**config.mk**
```make
export PLATFORM = sky130hd
export DESIGN_NAME = pd_steering_with_deadband
export DESIGN_NICKNAME = d
export VERILOG_FILES = /design/src/rtl/pdsteer_pkg.sv /design/src/rtl/pdsteer_front.sv /design/src/rtl/pdsteer_queue.sv /design/src/rtl/pdsteer_back.sv /design/src/rtl/pd_steering_with_deadband.sv
export SDC_FILE = /design/constraint.sdc
export NUM_CORES = 1
export LEC_CHECK = 0
export BUFFER_PORTS_ARGS = -buffer_cell sky130_fd_sc_hd__clkbuf_2
export CORE_UTILIZATION = 30
export CTS_CLUSTER_DIAMETER = 60
export DETAILED_ROUTE_END_ITERATION = 12
export GPL_ROUTABILITY_DRIVEN = 1
export PLACE_DENSITY_LB_ADDON = 0.3
export SYNTH_ARGS = -nofsm -noshare
export SYNTH_HDL_FRONTEND = slang
export SYNTH_SLANG_ARGS = --single-unit
```
**constraint.sdc**
```tcl
create_clock -name clk -period 7.7 [get_ports clk]
set_input_delay 1.925 -clock clk [delete_from_list [all_inputs] [get_ports clk]]
set_output_delay 1.925 -clock clk [all_outputs]
set_load 0.01 [all_outputs]
```
**src/rtl/pdsteer_pkg.sv**
```systemverilog
// pdsteer_pkg: shared types and constants of the steering pd controller
// no dependencies; used by every module of the block
`timescale 1ns / 1ps
`default_nettype none

package pdsteer_pkg;

  localparam int GAIN_W      = 8;
  localparam int THR_W       = 11;
  localparam int DRIVE_W     = 9;
  localparam int CFG_IDX_W   = 3;
  localparam int CFG_DATA_W  = 11;
  localparam int QUEUE_DEPTH = 4;
  localparam int QPTR_W      = $clog2(QUEUE_DEPTH);
  localparam int QCNT_W      = $clog2(QUEUE_DEPTH + 1);

  localparam logic [THR_W-1:0] LARGE_THR_RESET = THR_W'(70);
  localparam logic [THR_W-1:0] DEADBAND_RESET  = THR_W'(3);

  typedef enum logic [CFG_IDX_W-1:0] {
    REG_LARGE_KP  = 3'd0,
    REG_LARGE_KD  = 3'd1,
    REG_INIT_KP   = 3'd2,
    REG_INIT_KD   = 3'd3,
    REG_LARGE_THR = 3'd4,
    REG_DEADBAND  = 3'd5
  } cfg_reg_e;

  typedef struct packed {
    logic [GAIN_W-1:0] kp;
    logic [GAIN_W-1:0] kd;
  } gains_t;

endpackage

`default_nettype wire

```
**src/rtl/pdsteer_front.sv**
```systemverilog
// pdsteer_front: configuration registers, gain selection, deadband test,
// error history and derivative term; uses pdsteer_pkg
`timescale 1ns / 1ps
`default_nettype none

module pdsteer_front #(
  parameter int ERROR_WIDTH = 12
) (
  input  wire logic                                clk,
  input  wire logic                                rst,
  input  wire logic                                cfg_write,
  input  wire logic [pdsteer_pkg::CFG_IDX_W-1:0]   cfg_index,
  input  wire logic [pdsteer_pkg::CFG_DATA_W-1:0]  cfg_data,
  input  wire logic                                accept,
  input  wire logic signed [ERROR_WIDTH-1:0]       error_sample,
  output logic signed [ERROR_WIDTH-1:0]            op_error,
  output logic signed [ERROR_WIDTH+2:0]            op_deriv,
  output pdsteer_pkg::gains_t                      op_gains,
  output logic                                     op_active
);

  localparam int EW = ERROR_WIDTH;
  localparam int DW = EW + 3;
  localparam int CW = (EW > pdsteer_pkg::THR_W) ? EW : pdsteer_pkg::THR_W;

  pdsteer_pkg::gains_t              large_gains;
  pdsteer_pkg::gains_t              active_gains;
  logic [pdsteer_pkg::THR_W-1:0]    large_threshold;
  logic [pdsteer_pkg::THR_W-1:0]    deadband;
  logic signed [EW-1:0]             prev_error_1;
  logic signed [EW-1:0]             prev_error_2;
  logic signed [EW-1:0]             prev_error_3;

  logic [EW-1:0]       mag;
  logic                is_large;
  logic                is_outside;
  logic signed [DW-1:0] e0x;
  logic signed [DW-1:0] e1x;
  logic signed [DW-1:0] e3x;

  always_comb begin
    mag        = error_sample[EW-1] ? EW'(-error_sample) : EW'(error_sample);
    is_large   = CW'(mag) > CW'(large_threshold);
    is_outside = CW'(mag) > CW'(deadband);
    e0x        = DW'(error_sample);
    e1x        = DW'(prev_error_1);
    e3x        = DW'(prev_error_3);
  end

  // 3*(e0-e1) + (e1-e2) + (e2-e3) collapses to 3*e0 - 2*e1 - e3
  assign op_deriv  = (e0x <<< 1) + e0x - (e1x <<< 1) - e3x;
  assign op_error  = error_sample;
  assign op_gains  = is_large ? large_gains : active_gains;
  assign op_active = is_outside;

  always_ff @(posedge clk) begin
    if (rst) begin
      large_gains     <= '0;
      active_gains    <= '0;
      large_threshold <= pdsteer_pkg::LARGE_THR_RESET;
      deadband        <= pdsteer_pkg::DEADBAND_RESET;
      prev_error_1    <= '0;
      prev_error_2    <= '0;
      prev_error_3    <= '0;
    end else begin
      if (cfg_write) begin
        case (cfg_index)
          pdsteer_pkg::REG_LARGE_KP:  large_gains.kp  <= cfg_data[pdsteer_pkg::GAIN_W-1:0];
          pdsteer_pkg::REG_LARGE_KD:  large_gains.kd  <= cfg_data[pdsteer_pkg::GAIN_W-1:0];
          pdsteer_pkg::REG_INIT_KP:   active_gains.kp <= cfg_data[pdsteer_pkg::GAIN_W-1:0];
          pdsteer_pkg::REG_INIT_KD:   active_gains.kd <= cfg_data[pdsteer_pkg::GAIN_W-1:0];
          pdsteer_pkg::REG_LARGE_THR: large_threshold <= cfg_data[pdsteer_pkg::THR_W-1:0];
          pdsteer_pkg::REG_DEADBAND:  deadband        <= cfg_data[pdsteer_pkg::THR_W-1:0];
          default: ;
        endcase
      end else if (accept) begin
        if (is_large) begin
          active_gains <= large_gains;
        end
        if (is_outside) begin
          prev_error_1 <= error_sample;
          prev_error_2 <= prev_error_1;
          prev_error_3 <= prev_error_2;
        end
      end
    end
  end

endmodule

`default_nettype wire

```
**src/rtl/pdsteer_queue.sv**
```systemverilog
// pdsteer_queue: short fifo between the front and back parts
// depth from pdsteer_pkg
`timescale 1ns / 1ps
`default_nettype none

module pdsteer_queue #(
  parameter int WIDTH = 48
) (
  input  wire logic             clk,
  input  wire logic             rst,
  input  wire logic             push,
  input  wire logic [WIDTH-1:0] push_data,
  input  wire logic             pop,
  output logic [WIDTH-1:0]      pop_data,
  output logic                  not_empty,
  output logic                  full
);

  localparam int DEPTH = pdsteer_pkg::QUEUE_DEPTH;
  localparam int PW    = pdsteer_pkg::QPTR_W;
  localparam int CNTW  = pdsteer_pkg::QCNT_W;

  logic [WIDTH-1:0] slots [DEPTH];
  logic [PW-1:0]    wr_ptr;
  logic [PW-1:0]    rd_ptr;
  logic [CNTW-1:0]  count;
  logic             do_pop;

  assign not_empty = count != '0;
  assign full      = count == CNTW'(DEPTH);
  assign pop_data  = slots[rd_ptr];
  assign do_pop    = pop && not_empty;

  always_ff @(posedge clk) begin
    if (push) begin
      slots[wr_ptr] <= push_data;
    end
  end

  always_ff @(posedge clk) begin
    if (rst) begin
      wr_ptr <= '0;
      rd_ptr <= '0;
      count  <= '0;
    end else begin
      if (push) begin
        wr_ptr <= wr_ptr + PW'(1);
      end
      if (do_pop) begin
        rd_ptr <= rd_ptr + PW'(1);
      end
      if (push && !do_pop) begin
        count <= count + CNTW'(1);
      end else if (!push && do_pop) begin
        count <= count - CNTW'(1);
      end
    end
  end

endmodule

`default_nettype wire

```
**src/rtl/pdsteer_back.sv**
```systemverilog
// pdsteer_back: products, sum, clamp and divide by five, output register
// uses pdsteer_pkg; fed from pdsteer_queue
`timescale 1ns / 1ps
`default_nettype none

module pdsteer_back #(
  parameter int ERROR_WIDTH = 12,
  parameter int DRIVE_LIMIT = 200
) (
  input  wire logic                             clk,
  input  wire logic                             rst,
  input  wire logic                             op_valid,
  input  wire logic signed [ERROR_WIDTH-1:0]    op_error,
  input  wire logic signed [ERROR_WIDTH+2:0]    op_deriv,
  input  wire pdsteer_pkg::gains_t              op_gains,
  input  wire logic                             op_active,
  output logic                                  op_pop,
  output logic                                  result_valid,
  input  wire logic                             result_stall,
  output logic [pdsteer_pkg::DRIVE_W-1:0]       drive,
  output logic                                  saturated
);

  localparam int EW  = ERROR_WIDTH;
  localparam int PW  = EW + 9;
  localparam int QW_ = EW + 12;
  localparam int NW  = EW + 13;
  localparam int LIM5_INT = 5 * (DRIVE_LIMIT + 1);
  localparam int MAGW = $clog2(LIM5_INT);
  localparam int K    = MAGW + 3;
  localparam int MW   = K - 2;
  localparam int RECIP_INT = (2 ** K + 4) / 5;
  localparam int DIVW = MAGW - 2;
  localparam int RW   = MAGW + pdsteer_pkg::DRIVE_W;

  localparam logic signed [NW-1:0] LIM5     = NW'(LIM5_INT);
  localparam logic signed [NW-1:0] LIM5_NEG = -LIM5;
  localparam logic [MW-1:0]        RECIP    = MW'(RECIP_INT);
  localparam logic [RW-1:0]        LIMP     = RW'(DRIVE_LIMIT);
  localparam logic [RW-1:0]        LIMN     = -LIMP;

  logic advance;

  // stage 1: products
  logic                 v1;
  logic                 act1;
  logic signed [PW-1:0] p1;
  logic signed [QW_-1:0] q1;
  logic signed [PW-1:0] p_mul;
  logic signed [QW_-1:0] q_mul;

  // stage 2: sum and range check
  logic                 v2;
  logic                 act2;
  logic                 sgn2;
  logic                 satp2;
  logic                 satn2;
  logic [MAGW-1:0]      mag2;
  logic signed [NW-1:0] num;
  logic signed [NW-1:0] num_abs;

  // stage 3: divide by five through reciprocal
  logic [MAGW+MW-1:0]   prod;
  logic [DIVW-1:0]      quot;
  logic [RW-1:0]        quot_x;
  logic [RW-1:0]        val;

  assign advance = !result_valid || !result_stall;
  assign op_pop  = advance;

  assign p_mul = $signed({1'b0, op_gains.kp}) * op_error;
  assign q_mul = $signed({1'b0, op_gains.kd}) * op_deriv;

  always_comb begin
    num     = (NW'(p1) <<< 2) + NW'(p1) + NW'(q1);
    num_abs = num[NW-1] ? -num : num;
    prod    = MAGW'(mag2) * (MAGW + MW)'(RECIP);
    quot    = prod[MAGW+MW-1:K];
    quot_x  = RW'(quot);
    if (!act2) begin
      val = '0;
    end else if (satp2) begin
      val = LIMP;
    end else if (satn2) begin
      val = LIMN;
    end else begin
      val = sgn2 ? -quot_x : quot_x;
    end
  end

  always_ff @(posedge clk) begin
    if (advance) begin
      act1  <= op_active;
      p1    <= p_mul;
      q1    <= q_mul;
      act2  <= act1;
      sgn2  <= num[NW-1];
      satp2 <= num >= LIM5;
      satn2 <= num <= LIM5_NEG;
      mag2  <= num_abs[MAGW-1:0];
      drive     <= val[pdsteer_pkg::DRIVE_W-1:0];
      saturated <= act2 && (satp2 || satn2);
    end
  end

  always_ff @(posedge clk) begin
    if (rst) begin
      v1           <= 1'b0;
      v2           <= 1'b0;
      result_valid <= 1'b0;
    end else if (advance) begin
      v1           <= op_valid;
      v2           <= v1;
      result_valid <= v2;
    end
  end

endmodule

`default_nettype wire

```
**src/rtl/pd_steering_with_deadband.sv**
```systemverilog
// pd_steering_with_deadband: top level of the steering pd controller
// uses pdsteer_pkg, pdsteer_front, pdsteer_queue, pdsteer_back
//
//   channel   handshake                    payload
//   sample    sample_valid / sample_stall  error_sample
//   result    result_valid / result_stall  drive, saturated
//   config    cfg_write                    cfg_index, cfg_data
//
// one transaction per cycle in and out unless a stall holds it; a result's path from its sample is
// queue slot, product stage, sum stage, output register
// sample_stall rises only when the 4-entry queue is full behind a stalled result
// rst is synchronous; the queue and the back pipeline come out empty
`timescale 1ns / 1ps
`default_nettype none

module pd_steering_with_deadband #(
  parameter int ERROR_WIDTH = 12,
  parameter int DRIVE_LIMIT = 200
) (
  input  wire logic                                clk,
  input  wire logic                                rst,
  input  wire logic                                cfg_write,
  input  wire logic [pdsteer_pkg::CFG_IDX_W-1:0]   cfg_index,
  input  wire logic [pdsteer_pkg::CFG_DATA_W-1:0]  cfg_data,
  input  wire logic                                sample_valid,
  output logic                                     sample_stall,
  input  wire logic signed [ERROR_WIDTH-1:0]       error_sample,
  output logic                                     result_valid,
  input  wire logic                                result_stall,
  output logic signed [pdsteer_pkg::DRIVE_W-1:0]   drive,
  output logic                                     saturated
);

  localparam int EW = ERROR_WIDTH;
  localparam int DW = EW + 3;
  localparam int GW = 2 * pdsteer_pkg::GAIN_W;
  localparam int QW = 1 + GW + DW + EW;

  logic                 accept;
  logic signed [EW-1:0] f_error;
  logic signed [DW-1:0] f_deriv;
  pdsteer_pkg::gains_t  f_gains;
  logic                 f_active;

  logic [QW-1:0]        q_in;
  logic [QW-1:0]        q_out;
  logic                 q_not_empty;
  logic                 q_full;
  logic                 q_pop;

  logic [pdsteer_pkg::DRIVE_W-1:0] drive_bits;

  assign sample_stall = q_full;
  assign accept       = sample_valid && !sample_stall;
  assign q_in         = {f_active, f_gains, f_deriv, f_error};
  assign drive        = $signed(drive_bits);

  pdsteer_front #(
    .ERROR_WIDTH(ERROR_WIDTH)
  ) u_front (
    .clk         (clk),
    .rst         (rst),
    .cfg_write   (cfg_write),
    .cfg_index   (cfg_index),
    .cfg_data    (cfg_data),
    .accept      (accept),
    .error_sample(error_sample),
    .op_error    (f_error),
    .op_deriv    (f_deriv),
    .op_gains    (f_gains),
    .op_active   (f_active)
  );

  pdsteer_queue #(
    .WIDTH(QW)
  ) u_queue (
    .clk      (clk),
    .rst      (rst),
    .push     (accept),
    .push_data(q_in),
    .pop      (q_pop),
    .pop_data (q_out),
    .not_empty(q_not_empty),
    .full     (q_full)
  );

  pdsteer_back #(
    .ERROR_WIDTH(ERROR_WIDTH),
    .DRIVE_LIMIT(DRIVE_LIMIT)
  ) u_back (
    .clk         (clk),
    .rst         (rst),
    .op_valid    (q_not_empty),
    .op_error    ($signed(q_out[EW-1:0])),
    .op_deriv    ($signed(q_out[EW+DW-1:EW])),
    .op_gains    (pdsteer_pkg::gains_t'(q_out[EW+DW+GW-1:EW+DW])),
    .op_active   (q_out[QW-1]),
    .op_pop      (q_pop),
    .result_valid(result_valid),
    .result_stall(result_stall),
    .drive       (drive_bits),
    .saturated   (saturated)
  );

endmodule

`default_nettype wire

```
### Word level (Yosys, flattened, before mapping)

Memories as Yosys holds them, arrays and structs flattened. A register that Yosys moved wholly into a read port is not among the register bits.
Index checks and enable logic that the tools add are counted.

| storage, ports and cells | value |
|---|---|
| memories kept | 1 |
| word-level logic and storage cells | 98 |
| input bits | 31 |
| bits in writable memories | 176 |
| register bits | 170 |

| operators by class | value |
|---|---|
| muxes and demuxes | 16 |
| eq/ne operators | 8 |
| add/sub/neg operators | 12 |
| multiply operators | 3 |
| reduce and logical (&&, ||, !) cells | 25 |
| $lt $le $gt $ge | 4 |
| bitwise operators | 2 |

Memories:

| memory | words | bits a word | rd ports | clocked after memory_dff | wr ports | line | RTL |
|---|---|---|---|---|---|---|---|
| u_queue.slots | 4 | 44 | 1 | 1 | 1 | pdsteer_queue.sv:23 | `logic [WIDTH-1:0] slots [DEPTH];` |

Operators by type and width:

| operator | count |
|---|---|
| 2-to-1 mux 16 bit | 3 |
| adder 24 x 24 -> 25 bit | 1 |
| greater-or-equal comparator 25 x 11 -> 1 bit (second input constant) | 1 |
| <= comparator 25 x 11 -> 1 bit (second input constant) | 1 |
| adder 23 x 21 -> 24 bit | 1 |
| > comparator 12 x 11 -> 1 bit | 2 |
| multiplier 9 x 15 -> 24 bit | 1 |
| 2-to-1 mux 8 bit | 3 |
| multiplier 10 x 11 -> 21 bit (second input constant) | 1 |
| multiplier 9 x 12 -> 21 bit | 1 |
| 2-to-1 mux 9 bit | 2 |
| subtractor 14 x 13 -> 15 bit | 1 |
| subtractor 15 x 12 -> 15 bit | 1 |
| adder 13 x 12 -> 14 bit | 1 |
| 2-to-1 mux 12 bit | 1 |
| negator 12 bit | 1 |
| AND reduction 2 bit | 6 |
| 2-to-1 mux 10 bit | 1 |
| negator 10 bit | 1 |
| equality test 3 bit (second input constant) | 3 |
| negator 8 -> 9 bit | 1 |
| equality test 3 x 2 -> 1 bit (second input constant) | 2 |
| 2-to-1 mux 3 bit | 2 |
| logical AND 1 bit | 5 |
| other kinds (16) | 27 |

### Longest topological paths before layout

Gate-level depths: netlist (run 1).

| depth | value |
|---|---|
| depth after elaboration | 7 |
| mapped depth | 25 |

### By module

From an unflattened synthesis (run 1), not the netlist that was laid out.

| unflattened totals | value |
|---|---|
| cells, all modules | 2481 |
| area, all modules | 27272.4 um^2 |

Modules (own cells, without submodules):

| module | cells an instance | instances | area an instance (um^2) |
|---|---|---|---|
| pdsteer_back | 1455 | 1 | 14054.7 |
| pdsteer_queue | 274 | 1 | 6846.6 |
| pdsteer_front | 751 | 1 | 6357.3 |
| pd_steering_with_deadband | 1 | 1 | 13.8 |

### Worst setup path before layout (run 1)

OpenSTA, ideal clock, no wires.

| timing path | value |
|---|---|
| path type | flip-flop to flip-flop |
| from | reg (tool-made name) |
| to | reg u_back.p1[19], data pin |
| slack | 1.754 ns |
| data arrival time | 5.689 ns |
| stages on the path, launching flop included | 23 |
| required time | 7.442 ns |
| period minus slack after synthesis | 5.946 ns |
| library setup time | 0.258 ns |
| path through | dfxtp_1 > clkbuf_1 > buf_1 > mux4_2 > nand2_1 > fa_1 > fa_1 > inv_1 > ha_1 > inv_1 > fa_1 > inv_1 > ha_1 > a21o_1 > a21oi_1 > o21bai_1 > a21o_1 > a21oi_1 > o21ai_1 > o41ai_2 > o2111ai_1 > a21oi_1 > xnor2_1 |

RTL lines:

| what | line | RTL |
|---|---|---|
| end signal: assignment | pdsteer_back.sv:94 | `p1 <= p_mul;` |
| end: declaration | pdsteer_back.sv:47 | `logic signed [PW-1:0] p1;` |

==> results of run 1 <==
-- area by class of cell --
class,count,area share
clock buffers,45,0.03452
clock inverters,27,0.01038
inverters,367,0.04762
multi-input cells,1537,0.5210
flip-flops and latches,348,0.3261
well taps,1144,0.04948
repair buffers,56,0.01090
-- final timing paths --
path,startpoint,endpoint,depth (start not counted)
min,u_front.large_threshold[10],u_front.large_threshold[10],2
max reg2reg,register,u_back.p1[20],19
max,register,u_back.p1[20],19
min reg2reg,u_front.large_threshold[10],u_front.large_threshold[10],2
-- cell usage in the layout, fill, tap and decap left out, drive strengths merged, types with 9 or more instances in the layout --
cell type	netlist	final
inv	367	374
fa	248	248
edfxtp	246	246
ha	226	226
nand2	186	186
and2	144	144
nor2	119	119
dfxtp	102	102
a21oi	97	97
clkbuf	41	86
xnor2	81	81
mux2i	46	46
mux4	44	44
o21ai	37	37
xor2	34	34
a21o	31	31
nand3	28	28
nor3	25	25
o221a	17	17
mux2	16	16
o21bai	15	15
buf	12	15
nand2b	14	14
o21a	13	13
and3	12	12
nor2b	12	12
o31ai	10	10
clkinv	0	10
or3	9	9
-- metrics by stage --
stage | hold WS (ns) | setup WS [ns]
6_report | 0.4597 | 1.282
4_1_cts | 0.4587 | 1.184
5_1_grt | 0.4781 | 0.8188
2_1_floorplan | 0.4003 | 1.754
3_3_place_gp | 0.4480 | 1.262
3_5_place_dp | 0.4469 | 1.227
-- state kept, by name, indices dropped and copies added (netlist names), 2 cells and up, named ones only --
name                     cells
u_front.large_gains         16
u_front.active_gains        16
u_queue.wr_ptr               2
u_back.q1                   24
u_queue.slots              176
u_front.deadband            11
u_front.prev_error_1        12
u_queue.count                3
u_front.prev_error_2        12
u_queue.rd_ptr               2
u_back.p1                   21
u_back.mag2                 10
u_front.prev_error_3        12
u_back.drive                 9
u_front.large_threshold     11
-- metal layers --
metal | share of wire | vias up | global-route usage
li1 | - | 7793 | -
met1 | 0.47 | 7860 | 0.1601
met3 | 0.026 | 83 | 0.01609
met4 | 0.029 | 0 | 0.03756
met5 | 0 | - | 0
met2 | 0.48 | 206 | 0.2094
-- cells by family (layout without fill, tap and decap cells) --
| group | after synthesis | count (layout) | synth area share |
|---|---|---|---|
| xor gates and xnor gates | 115 | 115 | 0.03860 |
| DFF | 348 | 348 | 0.3613 |
| and+or+nand+nor | 577 | 577 | 0.1077 |
| AOI/OAI and AO/OA | 265 | 265 | 0.06962 |
| buffers and inverters | 421 | 495 | 0.06161 |
| muxes | 106 | 106 | 0.06252 |
| adders and majority gates | 474 | 474 | 0.2986 |
-- critical path: cells and delay by family (launching register included) --
kind,cells,cell delay (ns)
adder cells (fa/ha/maj),5,2.28
AO/OA/AOI/OAI,7,1.46
flip-flops,1,0.94
buffers and inverters,4,0.63
multiplexers,1,0.60
AND/OR/NAND/NOR,1,0.13
XOR/XNOR,1,0.09
==> results_dict.tcl, run 1 <==
set metrics [dict create \
    status "finished, final reports clean" \
    yosysSeqAreaShare 0.3613 \
    setup.worst_path.start_class "register" \
    final-setup-viol-count 0 \
    tns_ns 0 \
    slowest_delay_ns 0.94 \
    maxCapViolCount 0 \
    grt_max_degree 102 \
    min_period_ns 6.418 \
    grt_pass1_vias 17130 \
    regArea_sq_um 9432 \
    clock.fmax_mhz 155.8 \
    die-area_sq_um 88170 \
    synth_top_area_frac 0.2831 \
    fin_worst_skew_ns 0.04183 \
    multi_input_area_sq_um 15070 \
    synth_warnings 0 \
    ant_nets 0 \
    postRouteWirelength_mm 53.69 \
    drive_gt1_frac 0.08235 \
    synth_edf_count 246 \
    tritoncts "built" \
    grt_pass1_wl_mm 88.21 \
    row_count 107 \
    dpl_cell_area_sq_um 27630 \
    syn_inst 2306 \
    ys_top_cells_by_count "inv_1 (366), fa_1 (248), edfxtp_1 (246)" \
    antenna_found_initial 1 \
    synth_area_leaders "edfxtp_1 (28%), fa_1 (19%), ha_1 (11%), dfxtp_1 (7.8%), inv_1 (5.3%)" \
    synth_async_sr_flop_share 0 \
    coreArea_sq_um 85680 \
    wire_per_inst_um 15.24 \
    gp_congestion 0.8433 \
    io_buffers 42 \
    clk_latency_ns 0.57 \
    drc_errors 0 \
    placedCellCount 3452 \
    die_h_um 296.9 \
    die-width_um 296.9 \
    drtPass1Iterations 5 \
    synth.avg_cell_area_sq_um 11.32 \
    route.vias.total 15940 \
    vias_per_cell 4.524 \
    finalNetCount 2854 \
    diodes 0 \
    worst_path_max_delay_cell "dfxtp_2" \
    fin_util 0.3376 \
    syn_nets 2811 \
    area_delta_synth_final_pct 10.85 \
    ys_types 76 \
    clock-sinks 348 \
    yosysTopAreaCell "edfxtp_1" \
    hold_viol 0 \
    root_buffer "clkbuf_16" \
    rsz0062_at_grt "false" \
    overflow 0 \
    start_util 0.3046 \
    maxSlewHeadroom 0.2110 \
    cts_buffers 39 \
    finalNonFillerCells 3524 \
    io_pins 43 \
    cts_resized 0 \
    ctsHoldBuffers 0 \
    post-route-cell-area_sq_um 28930 \
    cts.htree.levels 2 \
    clk_pin_slew_worst_paths_ns 0.06 \
    min_path_type "register to register" \
    cp_max_fo 26 \
    rrSetupSlack_ns 1.28 \
    cp_cell_sequence "buf_4, buf_4, mux4_2, nand2_1, fa_1, fa_1, fa_1, fa_1, inv_1, ha_1, inv_1, o21bai_1, a21o_1, a31o_1, a41oi_1, a21oi_1, a211o_1, a21oi_1, xnor2_1" \
    cts.path.max_buffers 3 \
    fill_cells 8590 \
    critPathMostFrequentCell "fa_1" \
    tightestPinTransition_ns 1.174 \
    finalCritPeriodShare 0.8335 \
    arrival_ns 6.72 \
    crit_required_ns 8.00 \
    synth_most_common_cell "inv_1" \
    criticalPathCategory "register to register" \
    dp_hpwl_mm 42.09 \
    first_iter_violations 760 \
    syn_area_sq_um 26100 \
    cts_setup_buffers 0 \
    ys_seq_elements 348 \
    ys.flop_type "edfxtp_1" \
    slew_viol_final 0 \
    critPathCaptureType "register" \
    grtUsageTotal 0.1223 \
]
Power of run 1 is left out: the tool's default activity adds up to more than one toggle a clock period on the data nets, which glitch-free logic cannot reach.
==> run 2, diff against run 1 <==
==> constraint.sdc (replaced) <==
create_clock -name clk -period 5.9 [get_ports clk]
set_input_delay 1.475 -clock clk [delete_from_list [all_inputs] [get_ports clk]]
set_output_delay 1.475 -clock clk [all_outputs]
set_load 0.01 [all_outputs]
==> run 2 against run 1 <==
- cell count grew 1.1%
- critical path depth shrank 1
- via count grew 1.6%
- clock skew shrank 0.0092 ns
- die area is the same
- non-clock buffer count grew 36
- count of clock-buffer cells in the layout grew 4
==> results_dict.tcl, run 2 (same netlist as run 1, synthesis figures left out) <==
set metrics [dict create \
    largest_reg_flops 176 \
    fin_worst_skew_ns 0.03265 \
    worst_path_max_delay_cell "mux4_2" \
    cts_buffers 41 \
    rrSetupSlack_ns 0.25 \
    dp_hpwl_mm 42.84 \
    area_delta_synth_final_pct 12.83 \
    grtUsageTotal 0.1249 \
    grt_pass1_vias 17300 \
    clock-sinks 348 \
    clk_pin_slew_worst_paths_ns 0.06 \
    coreArea_sq_um 85680 \
    finalNonFillerCells 3562 \
    maxSlewHeadroom 0.2009 \
    cp_max_fo 15 \
    clk_latency_ns 0.58 \
    postRouteWirelength_mm 54.43 \
    min_to "u_front.deadband[10]" \
    diodes 0 \
    fill_cells 8629 \
    rsz0062_at_grt "true" \
    cp.buffers_inverters 3 \
    drtPass1Iterations 5 \
    regMostFlops "u_queue.slots" \
    cp_cell_sequence "buf_12, mux4_2, and2_1, fa_1, fa_1, inv_1, fa_1, inv_1, fa_1, ha_1, a21oi_1, o21ai_1, a211oi_2, a21oi_1, a31o_2, a41oi_1, o21bai_1, xnor2_1" \
    hold_start "u_front.deadband[10]" \
    route.vias.total 16200 \
    critPathCaptureType "register" \
    crit_family "adder cells" \
    tightestPinTransition_ns 1.189 \
    crit_required_ns 6.20 \
    placedCellCount 3470 \
    status "finished, final reports clean" \
    grt_pass1_wl_mm 89.91 \
    ant_nets 0 \
    drive_gt1_frac 0.1026 \
    timing.rr.end "u_back.q1[23]" \
    wire_per_inst_um 15.28 \
    vias_per_cell 4.548 \
    arrival_ns 5.96 \
    min_path_type "register to register" \
    row_count 107 \
    die-width_um 296.9 \
    tritoncts "built" \
    slowest_delay_ns 0.70 \
    antenna_found_initial 1 \
    whs_path_depth 2 \
    gp_congestion 0.8337 \
    cts.path.max_buffers 3 \
    root_buffer "clkbuf_16" \
    final_common_cell "inv_1" \
    finalNetCount 2892 \
    die-area_sq_um 88170 \
    first_iter_violations 855 \
    min_period_ns 5.654 \
    start_util 0.3046 \
    clock.fmax_mhz 176.9 \
    io_pins 43 \
    cts.htree.levels 2 \
    die_h_um 296.9 \
    hold_viol 0 \
    reg_top3 "u_queue.slots: 176 flops, u_back.q1: 24 flops, u_back.p1: 21 flops" \
    worst-path-stages 18 \
    final-setup-viol-count 0 \
    criticalPathCategory "register to register" \
    grt_max_degree 102 \
    io_buffers 42 \
    maxCapViolCount 0 \
    overflow 0 \
    drc_errors 0 \
    final_cell_mix "inv_1 (366), fa_1 (248), edfxtp_1 (246)" \
    finalCritPeriodShare 0.9582 \
    setup.worst_path.start_class "register" \
    slew_viol_final 0 \
    critPathMostFrequentCell "fa_1" \
    reg2reg_depth 18 \
]
run 2: metal layers:
metal  track usage  share of wire
met1        0.1629           0.46
met2        0.2180           0.49
met3       0.01843          0.031
met4       0.02676          0.017
met5             0              0
run 2: how the worst max path moves through the flow:
stage	to	slack, ns
final	u_back.q1[23]	0.25
after global routing	u_back.p1[19]	-0.07
after CTS	u_back.p1[20]	0.10
after detailed placement	u_back.q1[23]	0.12
after global placement	u_back.p1[20]	0.18
after floorplan	u_back.q1[23]	0.03
run 2: repair_timing:
item                       4_1_cts  5_1_grt
hold buffers                     0        0
buffers inserted                 0       17
hold endpoints to repair         0        0
gates resized for setup          0       20
setup endpoints to repair        0       14
run 2: worst reg2reg max path, cell delays in order, from the launching register on:
cell and delay, ns:
dfxtp_4 0.41, buf_12 0.18, mux4_2 0.70, and2_1 0.23
fa_1 0.49, fa_1 0.50, inv_1 0.05, fa_1 0.53
inv_1 0.05, fa_1 0.47, ha_1 0.36, a21oi_1 0.14
o21ai_1 0.11, a211oi_2 0.24, a21oi_1 0.16, a31o_2 0.29
a41oi_1 0.23, o21bai_1 0.10, xnor2_1 0.12
run 2: area by class of cell:
cell class              count  area, sq um  share of cell area
flip-flops and latches    348         9437              0.3205
inverters                 367         1378             0.04678
clock buffers              49         1066             0.03620
multi-input cells        1537        15150              0.5147
repair buffers             92        656.9             0.02231
well taps                1144         1431             0.04861
clock inverters            25        322.8             0.01096
run 2: through the flow:
stage | utilization | hold WS (ns) | worst slack [ns] | TNS, ns | cell area (sq um)
floorplan | - | 0.4003 | 0.02586 | 0 | 26100
global placement | 0.3245 | 0.4458 | 0.1848 | 0 | 27800
detailed placement | 0.3245 | 0.4496 | 0.1187 | 0 | 27800
CTS | 0.3407 | 0.4577 | 0.1004 | 0 | 29190
global route | 0.3437 | 0.4757 | -0.06836 | -0.09421 | 29450
finish | 0.3437 | 0.4570 | 0.2463 | 0 | 29450
Power of run 2 is left out for the same reason.
